## config.mk

```make
export PLATFORM = sky130hd
export DESIGN_NAME = thermtbl_ctrl
export DESIGN_NICKNAME = d
export VERILOG_FILES = /design/src/sv/thermtbl_pkg.sv /design/src/sv/thermtbl_ctrl.sv
export SDC_FILE = /design/constraint.sdc
export NUM_CORES = 1
export LEC_CHECK = 0
export ABC_CLOCK_PERIOD_IN_PS = 1750
export BUFFER_PORTS_ARGS = -buffer_cell sky130_fd_sc_hd__buf_2
export CAP_MARGIN = 20
export CORE_AREA = 2 2 39 41
export DETAILED_ROUTE_END_ITERATION = 10
export DIE_AREA = 0 0 41 43
export SLEW_MARGIN = 20
export SYNTH_ARGS = -nofsm -noshare
export SYNTH_HDL_FRONTEND = slang
export SYNTH_SLANG_ARGS = --single-unit
```

## constraint.sdc

```tcl
create_clock -name clk -period 1.75 [get_ports clk]
set_clock_uncertainty 0.05 [all_clocks]
set_input_delay 0.525 -clock clk [delete_from_list [all_inputs] [get_ports clk]]
set_output_delay 0.525 -clock clk [all_outputs]
set_load 0.01 [all_outputs]
```

## src/sv/thermtbl_pkg.sv

```systemverilog
// Shared types and constants for the thermistor table interpolator.
package thermtbl_pkg;

  localparam int TEMP_W     = 17;
  localparam int INDEX_W    = 8;
  localparam int IN_RES_W   = 24;
  localparam int COUNT_W    = 9;
  localparam int OFFSET_W   = 8;
  localparam int CFG_DATA_W = 9;
  localparam int FRAC_W     = 7;
  localparam int STEP_W     = 3;
  localparam int SCALE      = 100;

  localparam logic CMD_WRITE   = 1'b0;
  localparam logic CMD_CONVERT = 1'b1;

  localparam logic REG_ENTRY_COUNT = 1'b0;
  localparam logic REG_OFFSET      = 1'b1;

  localparam logic [COUNT_W-1:0]  ENTRY_COUNT_RESET = 9'd201;
  localparam logic [OFFSET_W-1:0] OFFSET_RESET      = 8'hCE;

  typedef struct packed {
    logic                cmd;
    logic [INDEX_W-1:0]  entry_index;
    logic [IN_RES_W-1:0] resistance;
  } in_beat_t;

  typedef struct packed {
    logic signed [TEMP_W-1:0] temp_centi;
    logic                     valid_res;
  } out_beat_t;

  typedef enum logic [1:0] {
    RD_ZERO,
    RD_LAST,
    RD_NEXT,
    RD_SKIP
  } rd_sel_t;

  typedef enum logic [2:0] {
    ST_IDLE,
    ST_RD_HI,
    ST_RD_LO,
    ST_CHECK,
    ST_WALK,
    ST_MUL,
    ST_DIV,
    ST_DONE
  } state_t;

  typedef struct packed {
    logic    tbl_write;
    logic    start;
    rd_sel_t rd_sel;
    logic    cap_hi;
    logic    cap_lo;
    logic    seg_step;
    logic    cap_ops;
    logic    div_start;
    logic    cap_frac;
    logic    end_hi;
    logic    end_lo;
    logic    set_fail;
    logic    res_load;
  } ctrl_cmd_t;

  typedef struct packed {
    logic count_small;
    logic r_is_hi;
    logic r_is_lo;
    logic seg_found;
    logic seg_last;
    logic div_done;
    logic out_free;
  } dp_stat_t;

endpackage

```

## src/sv/thermtbl_ctrl.sv

```systemverilog
// Controller state machine that sequences table writes and conversions.
module thermtbl_ctrl (
  input  logic                    clk,
  input  logic                    rst,
  input  logic                    in_valid,
  input  logic                    in_cmd,
  output logic                    in_ready,
  input  thermtbl_pkg::dp_stat_t  stat,
  output thermtbl_pkg::ctrl_cmd_t cmd
);

  thermtbl_pkg::state_t state;
  thermtbl_pkg::state_t state_next;

  always_ff @(posedge clk) begin
    if (rst) begin
      state <= thermtbl_pkg::ST_IDLE;
    end else begin
      state <= state_next;
    end
  end

  always_comb begin
    state_next = state;
    case (state)
      thermtbl_pkg::ST_IDLE: begin
        if (in_valid && (in_cmd == thermtbl_pkg::CMD_CONVERT)) begin
          state_next = thermtbl_pkg::ST_RD_HI;
        end
      end
      thermtbl_pkg::ST_RD_HI: begin
        state_next = stat.count_small ? thermtbl_pkg::ST_DONE : thermtbl_pkg::ST_RD_LO;
      end
      thermtbl_pkg::ST_RD_LO: state_next = thermtbl_pkg::ST_CHECK;
      thermtbl_pkg::ST_CHECK: begin
        if (stat.r_is_hi || stat.r_is_lo) begin
          state_next = thermtbl_pkg::ST_DONE;
        end else begin
          state_next = thermtbl_pkg::ST_WALK;
        end
      end
      thermtbl_pkg::ST_WALK: begin
        if (stat.seg_found) begin
          state_next = thermtbl_pkg::ST_MUL;
        end else if (stat.seg_last) begin
          state_next = thermtbl_pkg::ST_DONE;
        end
      end
      thermtbl_pkg::ST_MUL: state_next = thermtbl_pkg::ST_DIV;
      thermtbl_pkg::ST_DIV: begin
        if (stat.div_done) begin
          state_next = thermtbl_pkg::ST_DONE;
        end
      end
      thermtbl_pkg::ST_DONE: begin
        if (stat.out_free) begin
          state_next = thermtbl_pkg::ST_IDLE;
        end
      end
      default: state_next = thermtbl_pkg::ST_IDLE;
    endcase
  end

  always_comb begin
    cmd      = '0;
    cmd.rd_sel = thermtbl_pkg::RD_ZERO;
    in_ready = 1'b0;
    case (state)
      thermtbl_pkg::ST_IDLE: begin
        in_ready      = 1'b1;
        cmd.tbl_write = in_valid && (in_cmd == thermtbl_pkg::CMD_WRITE);
        cmd.start     = in_valid && (in_cmd == thermtbl_pkg::CMD_CONVERT);
      end
      thermtbl_pkg::ST_RD_HI: begin
        cmd.set_fail = stat.count_small;
        cmd.cap_hi   = !stat.count_small;
        cmd.rd_sel   = thermtbl_pkg::RD_LAST;
      end
      thermtbl_pkg::ST_RD_LO: cmd.cap_lo = 1'b1;
      thermtbl_pkg::ST_CHECK: begin
        cmd.end_hi = stat.r_is_hi;
        cmd.end_lo = !stat.r_is_hi && stat.r_is_lo;
        cmd.rd_sel = thermtbl_pkg::RD_NEXT;
      end
      thermtbl_pkg::ST_WALK: begin
        cmd.rd_sel   = thermtbl_pkg::RD_SKIP;
        cmd.cap_ops  = stat.seg_found;
        cmd.set_fail = !stat.seg_found && stat.seg_last;
        cmd.seg_step = !stat.seg_found && !stat.seg_last;
      end
      thermtbl_pkg::ST_MUL: cmd.div_start = 1'b1;
      thermtbl_pkg::ST_DIV: cmd.cap_frac = stat.div_done;
      thermtbl_pkg::ST_DONE: cmd.res_load = stat.out_free;
      default: ;
    endcase
  end

endmodule
```

==> results.txt <==
- Result of the run: complete, but fails checks
- Failing checks: negative setup slack
- The critical path is of the reg2out type.
- In this run the clock root is driven by a clkbuf_4.
- The final number of max-transition violations came to 0.
- Max reg flops: 3
- Clock latency on the worst-skew pair, taken at its later pin, is 0.24 ns.
- After layout, the minimum clock period comes to around 1.8 ns.
* Syn. warnings: 0
* Hold Buf Count CTS: 0
- Before antenna repair, the detailed router went through 4 iterations.
- Initial antenna violation count: 0
* Clock-pin slew of the registers on the worst-case setup and hold paths: 0.04 ns
- Tot GR Track Use: 0.1333
- TritonCTS created 3 clock buffers.
- First-pass GRT wire length: ~1.6 mm
- The floorplan step set the die width to 41 µm.
- Biggest fanout along the worst timing path: 5
- Congestion Overflow GR: 0
- Sink of the worst hold path: state[2]$_SDFFE_PP0P_
- Detailed-placement wirelength estimate: just under 800 µm
* I/O pin count: 26
- Share of flip-flops with an asynchronous set or reset after synthesis: 0
- Syn Inst Count: between 40 and 50
* DIE AREA: 1763 µm²
- The floorplan step defined a core boundary enclosing 1384 µm².
- In this run, the number of DRC markers left after iteration 0 of detailed routing was 6.
* Worst hold path class: in2reg
* Setup repair after global routing missed its margin: yes
- In the synthesized netlist the dominant register cell turns out to be dfxtp_1.
* Most common cell after layout, fill and taps aside: buf_2
- Final routed wire length divided by cell count: 11.54 µm
- Number of vias in the routed layout: approximately 500
- The largest registers in the layout are state x3.
* Vias in the first global route: 419
- Measured against its own limit, the worst slew margin works out to 0.8079.
- FF+latch area: between 60 and 70 µm²
- Static timing analysis puts the maximum clock frequency at 547.4 MHz.
- The share of the Yosys chip area taken by registers is 0.1745.
- Port buffering added 25 buffers.
* Detailed-route wire length: between 1 and 1.5 mm
* Peak VDD IR: roughly 0.32 mV
- At the end of routability-driven placement, the weighted congestion stood at ~0.78.
* Setup Viol. Count Final: 9
* Final Hold Slack: approximately 0.43 ns
* Avg Cell Area, Syn: a little over 7 µm²
* Number of diodes added for antenna fixing: 0
- Initial Utilization: 0.2486
- Slew at the pin closest to its max-slew limit: 0.2841 ns
- The worst hold path begins at rst.
* Die Y: ~43 µm
* Netlist Area Pre-Place: approximately 340 µm²
- Share of the clock period used by the worst path after layout: 1.044
- Library cells used by synthesis: 23
* Crit path setup slack, layout: -0.07683 ns
- Clock sink count: 3
- Summing all multi-input logic gate instances after layout gives between 200 and 300 µm².
- Area growth syn-to-layout: 97.09%
- Maximum number of buffers from clock root to sink: 2
- Filler Cell Count: 142
* Number of enable-type register cells in the synthesized netlist: 0
* Worst reg2reg path endpoint: state[0]$_SDFFE_PP0P_
* Most frequent cells in the layout: buf_2 (23), buf_4 (8), nor2_1 (6), nand2_1 (6), buf_6 (5)
- Counting tap cells, the placed design contains a total of 92 instances.
- In this run the static leakage power is 0.3469 nW.
- Standard-cell rows: 14
- Max_cap viols: 0
- Fraction of layout cells with a size suffix above 1: 0.6588
- When the netlist entered floorplanning its net count stood at 59.
- Endpoint kind of the worst setup timing path: output port
* Non-filler cells, final: between 100 and 150
* Pin count of the biggest net entering global routing: 16
- Critical path launch point type: flop
- Data on the critical path arrives at its endpoint at approximately 1.3 ns.
- Register-to-Register Setup Slack: about 0.35 ns
* Htree depth: 1
- The count of nets left with antenna violations once routing finished came out at 0.
- Synthesis inferred 3 register bits.
- dfxtp_1 takes more of the synthesized area than any other cell.
- Depth of the worst hold-timing path: 2
- The share of synthesized area in the top cell type comes to 0.1745.
* Largest register by flop count: state
- Vias per Instance: just under 5
- After synthesis, the cell types taking the most area are dfxtp_1 (17%), nand2_1 (7.6%), nor2_1 (7.6%), o311ai_4 (7.6%), and3_1 (5.5%).
* Number of hold violations in the final report: 0
- Number of nets in the layout: 97
- After detailed routing, the number of remaining DRC violations is 0.
* Critical Path RT: around 1.2 ns
- Power density over the cells: around 800 nW/µm²
- Clock tree from TritonCTS: yes
- Worst r2r src: state[2]$_SDFFE_PP0P_
- The worst register-to-register path has a depth of 4.
==> how the worst max path moves through the flow <==
stage                                      from  cells after the start       to  slack [ns]
final                     state[2]$_SDFFE_PP0P_                      3   cmd[7]       -0.08
after global routing      state[2]$_SDFFE_PP0P_                      3   cmd[7]       -0.14
after CTS                 state[1]$_SDFFE_PP0P_                      3   cmd[7]       -0.08
after detailed placement                stat[3]                      5   cmd[1]        0.05
after global placement                  stat[3]                      5   cmd[1]        0.03
after floorplan           state[2]$_SDFFE_PP0P_                      4  cmd[13]        0.04
==> stage by stage <==
stage	util	total power (W)	setup slack [ns]	setup TNS [ns]	area [µm²]
after CTS	0.4448	0.0004995	-0.07910	-0.2918	615.6
after floorplan	-	0.0002425	0.04100	0	344.1
after global placement	0.3816	0.0003437	0.02954	0	528.0
after detailed placement	0.3816	0.0003436	0.04568	0	528.0
final	0.4901	0.0005393	-0.07683	-0.2783	678.2
after global routing	0.4901	0.0005756	-0.1441	-0.8966	678.2
==> metal layers <==
metal / global-route usage / wire (µm) / up-vias
li1: - / - / 250
met1: 0.1597 / 477 / 224
met2: 0.2125 / 598 / 22
met3: 0.04712 / 85 / 2
met4: 0.04000 / 5 / 0
met5: 0 / 0 / -
==> power by group <==
| part | internal (W) | switching [W] | total (W) |
|---|---|---|---|
| Clock | 0.0000857 | 0.0000397 | 0.000125 |
| Combinational | 0.000161 | 0.000146 | 0.000308 |
| Sequential | 0.0000839 | 0.0000223 | 0.000106 |
==> worst max-delay path, cell delays in order (launching register included) <==
cell and delay (ns):
dfxtp_4 0.36, or3b_4 0.40, nor3_2 0.10, buf_2 0.14
==> layout make-up <==
cell class	count	share of cell area
inverter	4	0.02583
multi-input combinational	37	0.4336
timing repair buffer	37	0.3708
tap	16	0.02952
clock buffer	4	0.03875
sequential	3	0.1015
==> cells in the mapped netlist, types with 2 or more instances <==
cell,number
dfxtp_1,3
buf_2,3
nand2_1,7
nor2b_1,2
and3_1,3
nor2_1,7
a311oi_1,2
inv_1,4
nor3_1,3
==> cells by family after synthesis <==
| logic type | count (synthesis) | synth area share |
|---|---|---|
| xor gates and xnor gates | 1 | 0.02546 |
| buffers and inverters | 8 | 0.1200 |
| and+or+nand+nor | 27 | 0.4110 |
| AOI/OAI and AO/OA | 9 | 0.2691 |
| DFF | 3 | 0.1746 |
==> what timing repair did <==
action | in CTS | in global routing
pin swaps | 3 | 3
setup buffers | 4 | 1
endpoints found under the setup margin | 13 | 13
resized for setup | 12 | 12
(Power assumes the default switching activity.)
